`config.mk`:
```
export PLATFORM = sky130hd
export DESIGN_NAME = windowed_rms_min_max
export DESIGN_NICKNAME = d
export VERILOG_FILES = /design/src/hdl/wrms_pkg.sv /design/src/hdl/wrms_ctrl.sv /design/src/hdl/wrms_dp.sv /design/src/hdl/windowed_rms_min_max.sv
export SDC_FILE = /design/constraint.sdc
export NUM_CORES = 1
export LEC_CHECK = 0
export BUFFER_PORTS_ARGS = -buffer_cell sky130_fd_sc_hd__buf_4
export CORE_ASPECT_RATIO = 0.5
export CORE_UTILIZATION = 40
export DETAILED_ROUTE_END_ITERATION = 7
export SKIP_CTS_REPAIR_TIMING = 1
export SLEW_MARGIN = 30
export SYNTH_ARGS = -nofsm -noshare
export SYNTH_HDL_FRONTEND = slang
export SYNTH_SLANG_ARGS = --single-unit
```
`constraint.sdc`:
```
create_clock -name i_clk -period 12.5 [get_ports i_clk]
set_input_delay 0.625 -clock i_clk [delete_from_list [all_inputs] [get_ports i_clk]]
set_output_delay 0.625 -clock i_clk [all_outputs]
set_load 0.02 [all_outputs]
```
`src/hdl/wrms_pkg.sv`:
```
// package: constants, types and state codes for the windowed rms with min and max block
`default_nettype none

package wrms_pkg;

    localparam int WINDOW_LEN   = 10;
    localparam int SAMPLE_BITS  = 16;
    localparam int SQ_BITS      = 2 * SAMPLE_BITS;
    localparam int SUM_BITS     = 36;
    localparam int FILL_BITS    = $clog2(WINDOW_LEN + 1);
    localparam int PERIOD_BITS  = 16;
    localparam int OUT_BITS     = 16;
    localparam int DIV_STEPS    = SUM_BITS;
    localparam int SQRT_STEPS   = SQ_BITS / 2;
    localparam int STEP_BITS    = $clog2(DIV_STEPS);

    localparam logic [PERIOD_BITS-1:0] PERIOD_RESET = PERIOD_BITS'(500);

    typedef enum logic [2:0] {
        ST_IDLE,
        ST_DIV_LOAD,
        ST_DIV,
        ST_SQRT_LOAD,
        ST_SQRT,
        ST_OUT
    } t_state;

    typedef struct packed {
        logic accept;
        logic div_load;
        logic div_step;
        logic sqrt_load;
        logic sqrt_step;
        logic out_load;
    } t_dp_cmd;

    typedef struct packed {
        logic [FILL_BITS-1:0] fill;
        logic                 out_busy;
    } t_dp_status;

endpackage

`default_nettype wire

```
`src/hdl/wrms_ctrl.sv`:
```
// controller: state machine sequencing window update, divide, square root and output load
`default_nettype none

module wrms_ctrl (
    input  wire                  i_clk,
    input  wire                  i_rst_n,
    input  wire                  i_valid,
    input  wrms_pkg::t_dp_status i_status,
    output wrms_pkg::t_dp_cmd    o_cmd,
    output wrms_pkg::t_state     o_state,
    output logic                 o_busy
);
    import wrms_pkg::*;

    t_state               r_state, n_state;
    logic [STEP_BITS-1:0] r_step, n_step;

    always_ff @(posedge i_clk) begin
        if (!i_rst_n) begin
            r_state <= ST_IDLE;
            r_step  <= '0;
        end else begin
            r_state <= n_state;
            r_step  <= n_step;
        end
    end

    always_comb begin
        n_state = r_state;
        n_step  = r_step;
        o_cmd   = '0;
        unique case (r_state)
            ST_IDLE: begin
                if (i_valid) begin
                    o_cmd.accept = 1'b1;
                    n_state      = ST_DIV_LOAD;
                end
            end
            ST_DIV_LOAD: begin
                o_cmd.div_load = 1'b1;
                n_step         = '0;
                n_state        = ST_DIV;
            end
            ST_DIV: begin
                o_cmd.div_step = 1'b1;
                n_step         = r_step + 1'b1;
                if (r_step == STEP_BITS'(DIV_STEPS - 1)) begin
                    n_state = ST_SQRT_LOAD;
                end
            end
            ST_SQRT_LOAD: begin
                o_cmd.sqrt_load = 1'b1;
                n_step          = '0;
                n_state         = ST_SQRT;
            end
            ST_SQRT: begin
                o_cmd.sqrt_step = 1'b1;
                n_step          = r_step + 1'b1;
                if (r_step == STEP_BITS'(SQRT_STEPS - 1)) begin
                    n_state = ST_OUT;
                end
            end
            ST_OUT: begin
                if (!i_status.out_busy) begin
                    o_cmd.out_load = 1'b1;
                    n_state        = ST_IDLE;
                end
            end
            default: begin
                n_state = ST_IDLE;
            end
        endcase
    end

    assign o_state = r_state;
    assign o_busy  = (r_state != ST_IDLE);

endmodule

`default_nettype wire

```
`src/hdl/wrms_dp.sv`:
```
// datapath: square window, running sum, min and max, period counter, divider, root and output
`default_nettype none

module wrms_dp (
    input  wire                                i_clk,
    input  wire                                i_rst_n,
    input  wrms_pkg::t_dp_cmd                  i_cmd,
    output wrms_pkg::t_dp_status               o_status,
    input  wire  [wrms_pkg::SAMPLE_BITS-1:0]   i_sample,
    input  wire                                i_cfg_valid,
    input  wire  [wrms_pkg::PERIOD_BITS-1:0]   i_cfg_data,
    input  wire                                i_stall,
    output logic                               o_valid,
    output logic [wrms_pkg::OUT_BITS-1:0]      o_rms_value,
    output logic [wrms_pkg::OUT_BITS-1:0]      o_min_value,
    output logic [wrms_pkg::OUT_BITS-1:0]      o_max_value
);
    import wrms_pkg::*;

    logic [PERIOD_BITS-1:0] r_period;
    logic [SQ_BITS-1:0]     r_win [0:WINDOW_LEN-1];
    logic [SUM_BITS-1:0]    r_sum;
    logic [FILL_BITS-1:0]   r_fill;
    logic [PERIOD_BITS-1:0] r_pcnt;
    logic [SAMPLE_BITS-1:0] r_min, r_max;

    logic [SUM_BITS-1:0]    r_dvd;
    logic [FILL_BITS-1:0]   r_drem;
    logic [SQ_BITS-1:0]     r_rad;
    logic [SQRT_STEPS+2:0]  r_srem;
    logic [SQRT_STEPS-1:0]  r_root;

    logic                   r_out_valid;
    logic [OUT_BITS-1:0]    r_out_rms, r_out_min, r_out_max;

    logic [SQ_BITS-1:0]     w_sq;
    logic [SUM_BITS-1:0]    n_sum;
    logic [PERIOD_BITS:0]   w_pnext, w_plimit;
    logic [FILL_BITS:0]     w_dtrial;
    logic                   w_dge;
    logic [SQRT_STEPS+2:0]  w_sshift, w_ssub;
    logic                   w_sge;

    assign w_sq     = SQ_BITS'(i_sample) * SQ_BITS'(i_sample);
    assign n_sum    = r_sum - SUM_BITS'(r_win[0]) + SUM_BITS'(w_sq);
    assign w_pnext  = {1'b0, r_pcnt} + 1'b1;
    assign w_plimit = {(r_period == '0), r_period};

    // restoring divide by the fill count, one quotient bit a step
    assign w_dtrial = {r_drem, r_dvd[SUM_BITS-1]};
    assign w_dge    = (w_dtrial >= {1'b0, r_fill});

    // digit-by-digit square root, one root bit a step
    assign w_sshift = {r_srem[SQRT_STEPS:0], r_rad[SQ_BITS-1 -: 2]};
    assign w_ssub   = {1'b0, r_root, 2'b01};
    assign w_sge    = (w_sshift >= w_ssub);

    always_ff @(posedge i_clk) begin
        if (!i_rst_n) begin
            r_period <= PERIOD_RESET;
        end else if (i_cfg_valid) begin
            r_period <= i_cfg_data;
        end
    end

    always_ff @(posedge i_clk) begin
        if (!i_rst_n) begin
            for (int i = 0; i < WINDOW_LEN; i++) begin
                r_win[i] <= '0;
            end
            r_sum  <= '0;
            r_fill <= '0;
            r_pcnt <= '0;
            r_min  <= '0;
            r_max  <= '0;
        end else if (i_cmd.accept) begin
            for (int i = 0; i < WINDOW_LEN - 1; i++) begin
                r_win[i] <= r_win[i+1];
            end
            r_win[WINDOW_LEN-1] <= w_sq;
            r_sum <= n_sum;
            if (r_fill != FILL_BITS'(WINDOW_LEN)) begin
                r_fill <= r_fill + 1'b1;
            end
            r_pcnt <= (w_pnext >= w_plimit) ? '0 : w_pnext[PERIOD_BITS-1:0];
            if (r_pcnt == '0) begin
                r_min <= i_sample;
                r_max <= i_sample;
            end else begin
                if (i_sample < r_min) begin
                    r_min <= i_sample;
                end
                if (i_sample > r_max) begin
                    r_max <= i_sample;
                end
            end
        end
    end

    always_ff @(posedge i_clk) begin
        if (i_cmd.div_load) begin
            r_dvd  <= r_sum;
            r_drem <= '0;
        end else if (i_cmd.div_step) begin
            r_dvd  <= {r_dvd[SUM_BITS-2:0], w_dge};
            r_drem <= w_dge ? FILL_BITS'(w_dtrial - {1'b0, r_fill}) : w_dtrial[FILL_BITS-1:0];
        end
    end

    always_ff @(posedge i_clk) begin
        if (i_cmd.sqrt_load) begin
            r_rad  <= r_dvd[SQ_BITS-1:0];
            r_srem <= '0;
            r_root <= '0;
        end else if (i_cmd.sqrt_step) begin
            r_rad  <= {r_rad[SQ_BITS-3:0], 2'b00};
            r_srem <= w_sge ? (w_sshift - w_ssub) : w_sshift;
            r_root <= {r_root[SQRT_STEPS-2:0], w_sge};
        end
    end

    always_ff @(posedge i_clk) begin
        if (!i_rst_n) begin
            r_out_valid <= 1'b0;
        end else if (i_cmd.out_load) begin
            r_out_valid <= 1'b1;
        end else if (!i_stall) begin
            r_out_valid <= 1'b0;
        end
    end

    always_ff @(posedge i_clk) begin
        if (i_cmd.out_load) begin
            r_out_rms <= OUT_BITS'(r_root);
            r_out_min <= OUT_BITS'(r_min);
            r_out_max <= OUT_BITS'(r_max);
        end
    end

    assign o_status.fill     = r_fill;
    assign o_status.out_busy = r_out_valid && i_stall;

    assign o_valid     = r_out_valid;
    assign o_rms_value = r_out_rms;
    assign o_min_value = r_out_min;
    assign o_max_value = r_out_max;

endmodule

`default_nettype wire

```
`src/hdl/windowed_rms_min_max.sv`:
```
// top level: windowed rms with running min and max, controller and datapath
//
// input channel: i_valid, i_sample, o_stall; a request is taken at an edge with
// i_valid high and o_stall low. output channel: o_valid, o_rms_value, o_min_value,
// o_max_value, i_stall; a result is taken at an edge with o_valid high and i_stall low.
// config channel: i_cfg_valid, i_cfg_data, o_cfg_ready (always high) writes
// stats_period; write it only while the block is idle.
// each sample gives one result. after the request, the controller runs the divide
// load, the 36-step divide by the fill count, the root load, the 16-step square
// root and the output step, both loops one bit a cycle in the datapath; o_valid
// rises once the output step loads the result, and no new request is taken until then.
// the output register lets a new sample be taken while a result waits; if the
// result is still stalled when the next one is ready, the block holds it back
// and keeps o_stall high until the output register frees.
// synchronous active-low reset empties the window, clears the sum, fill count,
// period counter, min and max, drops o_valid and sets stats_period to 500.
`default_nettype none

module windowed_rms_min_max (
    input  wire                              i_clk,
    input  wire                              i_rst_n,
    input  wire                              i_valid,
    output logic                             o_stall,
    input  wire  [wrms_pkg::SAMPLE_BITS-1:0] i_sample,
    output logic                             o_valid,
    input  wire                              i_stall,
    output logic [wrms_pkg::OUT_BITS-1:0]    o_rms_value,
    output logic [wrms_pkg::OUT_BITS-1:0]    o_min_value,
    output logic [wrms_pkg::OUT_BITS-1:0]    o_max_value,
    input  wire                              i_cfg_valid,
    output logic                             o_cfg_ready,
    input  wire  [wrms_pkg::PERIOD_BITS-1:0] i_cfg_data
);
    import wrms_pkg::*;

    t_dp_cmd    s_cmd;
    t_dp_status s_status;
    t_state     s_state;
    logic       s_busy;

    wrms_ctrl u_ctrl (
        .i_clk    (i_clk),
        .i_rst_n  (i_rst_n),
        .i_valid  (i_valid),
        .i_status (s_status),
        .o_cmd    (s_cmd),
        .o_state  (s_state),
        .o_busy   (s_busy)
    );

    wrms_dp u_dp (
        .i_clk       (i_clk),
        .i_rst_n     (i_rst_n),
        .i_cmd       (s_cmd),
        .o_status    (s_status),
        .i_sample    (i_sample),
        .i_cfg_valid (i_cfg_valid),
        .i_cfg_data  (i_cfg_data),
        .i_stall     (i_stall),
        .o_valid     (o_valid),
        .o_rms_value (o_rms_value),
        .o_min_value (o_min_value),
        .o_max_value (o_max_value)
    );

    assign o_stall     = s_busy;
    assign o_cfg_ready = 1'b1;

`ifndef NO_ASSERTIONS
    a_busy_after_request: assert property (@(posedge i_clk) disable iff (!i_rst_n)
        (i_valid && !o_stall) |=> o_stall)
        else $error("block not busy after taking a request");

    a_min_le_max: assert property (@(posedge i_clk) disable iff (!i_rst_n)
        o_valid |-> (o_min_value <= o_max_value))
        else $error("result minimum above maximum");

    a_valid_from_out_state: assert property (@(posedge i_clk) disable iff (!i_rst_n)
        $rose(o_valid) |-> ($past(s_state) == ST_OUT))
        else $error("result shown outside the output step");

    a_fill_in_range: assert property (@(posedge i_clk) disable iff (!i_rst_n)
        (s_state != ST_IDLE) |-> ((s_status.fill != '0)
            && (s_status.fill <= FILL_BITS'(WINDOW_LEN))))
        else $error("fill count out of range while working");
`endif

endmodule

`default_nettype wire
```
==> Word level (Yosys, flattened, before mapping) <==
Memories as Yosys holds them, arrays and structs flattened.
Cells that the tools add are included.
{ "totals": {"elab_cells": 111, "ff_bits": 267, "output_inout_bits": 51, "in_bits": 37, "mem_bits_rw": 320, "mem_count": 1} }
{ "memory_table": {"columns": ["name", "depth", "word_bits", "read_ports", "rd_ports_with_merged_regs", "write_ports", "line", "source"], "rows": [
  ["u_dp.r_win", 10, 32, 10, 0, 10, "wrms_dp.sv:21", "logic [SQ_BITS-1:0] r_win [0:WINDOW_LEN-1];"]
]} }
{ "op_classes": {"mux": 41, "mul": 1, "order_cmp": 5, "add_sub_neg": 7, "n_reduce_logical": 16, "n_eq_ne": 13, "bitwise": 10} }
{ "op_table": {"columns": ["cell", "n"], "rows": [
  ["$mux W32", 12],
  ["$mux W16", 5],
  ["$mux W36", 2],
  ["$add A36 B32 Y36", 1],
  ["$sub A36 B32 Y36", 1],
  ["$logic_not A16 Y1", 2],
  ["$mul A16 B16 Y32", 1],
  ["$ge A19 B18 Y1", 1],
  ["$pmux W3 S6", 1],
  ["$add A16 B1 Y17 const B", 1],
  ["$ge A17 B17 Y1", 1],
  ["$mux W17", 1],
  ["$sub A17 B17 Y17", 1],
  ["$gt A16 B16 Y1", 1],
  ["$lt A16 B16 Y1", 1],
  ["$mux W1", 14],
  ["$mux W3", 4],
  ["$pmux W6 S2", 1],
  ["$or A1 B1 Y1", 10],
  ["$reduce_bool A2 Y1", 5],
  ["$add A6 B1 Y6 const B", 1],
  ["$eq A3 B2 Y1 const B", 2],
  ["$eq A3 B3 Y1 const B", 2],
  ["$eq A6 B4 Y1 const B", 1],
  ["other kinds (15)", 21]
]} }

==> Logic depth before layout (Yosys ltp) <==
{ "depth": {"word_depth": 6, "mapped_depth": 36, "ltp_nobuf": 33} }

==> Cells and area by module <==
A second synthesis with hierarchy kept.
{ "unflattened": {"hier_cells": 3064, "hier_area_um2": 34260.4} }
{ "by_module_without_submodules": {"columns": ["module", "cells_per_inst", "instances", "seq_area_each_um2", "area_each_um2"], "rows": [
  ["wrms_dp", 2981, 1, 15635.0, 33621.0],
  ["wrms_ctrl", 81, 1, 180.2, 628.1],
  ["windowed_rms_min_max", 2, 1, 0.0, 11.3]
]} }

==> Least setup slack after synthesis <==
No wires, ideal clock.
{ "synth_timing": {"kind": "input-to-reg", "startpoint": "input port i_sample[4] (netlist bit)", "endpoint": "register u_dp.r_sum[32]", "t_arrival_ns": 8.400, "path_buffers": 3, "required_time_ns": 12.092, "cell_stages": 32, "setup_ns": 0.408, "slack_ns": 3.692, "path_cell_list": "clkbuf_1 -> clkbuf_1 -> nand2_1 -> fa_1 -> inv_1 -> fa_1 -> inv_1 -> fa_1 -> fa_1 -> fa_1 -> fa_1 -> inv_1 -> ha_1 -> buf_2 -> nand2_1 -> o211ai_1 -> o211a_1 -> nor3_1 -> a211o_1 -> a21boi_1 -> a41oi_1 -> xnor2_1 -> fa_1 -> ha_1 -> a21oi_1 -> o21bai_1 -> a21o_1 -> a2111oi_0 -> o21bai_1 -> a31oi_1 -> xnor2_1 -> o22ai_1"} }
{ "synth_via": {"elab_chain_cells": 2} }
{ "synth_rtl": {"columns": ["item", "line", "source"], "rows": [
  ["from (decl)", "windowed_rms_min_max.sv:24", "input wire [wrms_pkg::SAMPLE_BITS-1:0] i_sample,"],
  ["$mul A16 B16 Y32", "wrms_dp.sv:44", "assign w_sq = SQ_BITS'(i_sample) * SQ_BITS'(i_sample);"],
  ["net u_dp.w_sq[25]", "wrms_dp.sv:36", "logic [SQ_BITS-1:0] w_sq;"],
  ["$add A36 B32 Y36", "wrms_dp.sv:45", "assign n_sum = r_sum - SUM_BITS'(r_win[0]) + SUM_BITS'(w_sq);"],
  ["to (signal assigned)", "wrms_dp.sv:81", "r_sum <= n_sum;"],
  ["to (decl)", "wrms_dp.sv:22", "logic [SUM_BITS-1:0] r_sum;"]
]} }
The timed path passes the listed nets, and every way through them passes these cells.
A chain may end at the register's enable or synchronous reset.

==> Worst setup path after layout <==
{ "layout_timing": {"startpoint": "input port i_sample[3] (netlist bit)", "endpoint": "register u_dp.r_sum[35]"} }
Same word-level chain as after synthesis.

==> flow_summary_export.csv <==
group,metric,value,unit
yosys,synth-async-reset-ratio,0,%
yosys,ys_top_cells_by_area,"edfxtp_1 (38%), fa_1 (12%), dfxtp_1 (8.9%)",
setup_path,start_kind,"input pin",
floorplan,die_w,414,microns
final_layout,nNetsFinal,3555,
routing,drt-total-wl,70.0,mm
grt,grt_pass1_wl,115,mm
routing,vias,21700,
clocking,cts-root-buf,"clkbuf_16",
worst_hold_path,holdCritStartpoint,"i_cfg_data[4]",
setup_path,crit_family,"adder cells",
setup_path,crit_buf_inv,4,
floorplan,die_h,208,microns
placement,globalplace.congestion,0.882,
timing,max_slew_margin,42.3,%
worst_hold_path,hp-class,"input pin to flop",
clocking,cts_num_sinks,577,
setup_path,critical_path_class,"input pin to flop",
yosys,synth_mux_area_share,2.82,%
routing,via_per_inst,5.07,
yosys,yosys.area_share.simple,14.7,%
grt,grt_start_max_net_pins,158,
yosys,yosysUniqueCellTypes,77,
setup_path,cp_slowest_cell,"fa_1",
yosys,syn_nets,3520,
yosys,yosys.area_share.adder,19.2,%
timing,layout_worst_path_cycle_share,71.6,%
routing,drt-wirelength-per-cell,16.4,microns
clocking,clock_latency,0.65,ns
routing,dr.pass1.iters,5,
routing,ant_nets,0,
timing,setup-tns-final,0,ns
floorplan,coreArea,83900,sq um
setup_path,cpPeakStageDelay,0.56,ns
yosys,yosysWarnings,0,
status,status,"complete, no violations",
clocking,cts.clk_slew.worst_paths,0.06,ns
yosys,synth_area,33900,sq um
grt,grt_pass1_vias,21600,
yosys,synth_compound_gate_area_share,8.75,%
timing,max_freq,112,MHz
yosys,netlist.area_leader.share,37.7,%
yosys,synth-edff-count,426,
setup_path,worst-r2r-cell-count,9,
yosys,ys.flop_type,"edfxtp_1",
grt,globalRoute.totalOverflow,0,
setup_path,startpoint,"i_sample[3]",
setup_path,endpoint_kind,"flop",
final_layout,layout-drive-gt1-share,8.67,%
yosys,synthTopCellsByCount,"edfxtp_1 (426), inv_1 (376), and2_1 (355)",
setup_path,cp_max_fo,16,
yosys,synth.most_common_cell,"edfxtp_1",
clocking,cts_tree,"yes",
timing,drv_slew,0,
yosys,yosysTopAreaCell,"edfxtp_1",
final_layout,antenna_cells,0,
timing,finalHoldViolations,0,
routing,drc_errors,0,
setup_path,required,13.08,ns
timing,setup_viol,0,
yosys,yosysSeqAreaShare,46.6,%
timing,rsz0062_at_grt,"no",
setup_path,r2r_start,"u_ctrl.o_state[1]",
grt,track_usage,16.6,%
worst_hold_path,whs_path_depth,3,
floorplan,num_rows,75,
final_layout,areaGrowthSynthToFinish,10.8,%
setup_path,r2r_setup_slack,8.51,ns
clocking,cts_buffers,56,
clocking,cts_buffer_depth,3,
placement,post-dp-hpwl,49.4,mm
clocking,htree_levels,2,
yosys,ys_ff_latch,577,
timing,tightest_slew,0.863,ns
yosys,synthCells,3079,
timing,skew,0.0500,ns
placement,io_buffer_count,86,
yosys,synth-xor-area-share,2.22,%
grt,antenna_found_initial,1,
setup_path,r2r_end,"u_dp.r_win[4][59]",
floorplan,die-area,86000,sq um
flow_run,maxCapViolations,0,
yosys,avgSynthCellArea,11.0,sq um
routing,dr.first_iter.drc_count,1490,
setup_path,crit_top_cell,"fa_1",
yosys,synth_top_family_by_area,"adder cells",
timing,fin_crit,8.96,ns
floorplan,start_util,40.4,%
floorplan,ios,88,
setup_path,arrival,9.53,ns
worst_hold_path,holdPathEnd,"u_dp.r_period[4]",
-- cell type report --
cell class / count / area (sq um)
fill: 7771 / 46300
multi-input combinational: 1996 / 16200
sequential: 577 / 15800
clock buffer: 72 / 1570
inverter: 377 / 1430
tap: 1116 / 1400
timing repair buffer: 106 / 831
clock inverter: 34 / 329
-- layer usage --
layer / up-vias / routed length, microns / global-route usage, %
li1: 10500 / - / -
met1: 10700 / 33700 / 24.4
met2: 410 / 31300 / 25.5
met3: 108 / 3520 / 2.80
met4: 0 / 1510 / 4.27
met5: - / 0 / 0
-- worst reg2reg max path, delay by kind of cell (launching register included) --
family        cells  cell delay [ns]
mux               1             0.20
flops             1             0.46
buf+inv           5             2.27
simple gates      3             0.88
-- state kept, by name, summed over array words and instances (netlist names), 16 cells and up --
register and flops:
u_dp.o_min_value 16, u_dp.r_rad 32, u_dp.r_sum 36, u_dp.r_root 16
u_dp.o_rms_value 16, u_dp.r_max 16, u_dp.r_win 310, u_dp.r_period 16
u_dp.o_max_value 16, u_dp.r_pcnt 16, u_dp.r_srem 17, u_dp.r_dvd 36
u_dp.r_min 16
-- cells by family after synthesis --
group | Yosys count
other | 1
buffers and inverters | 506
multiplexers | 91
adder cells (fa/ha/maj) | 404
XOR/XNOR | 86
AO/OA/AOI/OAI | 436
flip-flops | 577
AND/OR/NAND/NOR | 978
-- metrics by stage --
| stage | worst slack [ns] | util, % | hold slack, ns | cells | cell area [sq um] |
|---|---|---|---|---|---|
| floorplan | 3.69 | - | 0.408 | 3079 | 33900 |
| global placement | 3.02 | 42.5 | 0.415 | 4170 | 35600 |
| detailed placement | 3.02 | 42.5 | 0.415 | 4171 | 35700 |
| CTS | 3.71 | 44.8 | 0.140 | 4277 | 37600 |
| global route | 3.15 | 44.8 | 0.167 | 4278 | 37600 |
| finish | 3.54 | 44.8 | 0.198 | 4278 | 37600 |
-- worst max-delay path by stage --
stage,to,cells after the start,slack [ns]
floorplan,u_dp.r_sum[32],32,3.69
global placement,u_dp.r_sum[35],29,3.02
detailed placement,u_dp.r_sum[35],32,3.02
CTS,u_dp.r_sum[35],32,3.71
global route,u_dp.r_sum[32],32,3.15
finish,u_dp.r_sum[35],29,3.54
-- layout by cell type, fill, tap and decap left out, types with 9 or more instances in the layout --
cell         n
buf_4      101
and2_1     355
nor2b_1     21
o21ai_0     57
dfxtp_1    151
clkbuf_16   56
o211ai_1    18
ha_1       209
o21a_1      14
nand3_1     38
o21bai_1     9
o22ai_1     21
a211oi_1    12
nand2_1    283
a32o_1      10
a21o_1      58
inv_1      374
mux2i_1     55
clkbuf_8    11
clkinv_2    16
a31oi_1     10
mux2_2      36
xor2_1      31
nor4_1      11
nand2b_1    14
edfxtp_1   426
xnor2_1     55
nand4_1     21
fa_1       195
and3_1      16
or3_1       12
nor3_1      35
o21ai_1     19
nor2_1     145
a21oi_1    123
Power is not shown: default switching activity piles up to over one toggle a cycle in this logic, so the estimate is an artifact.
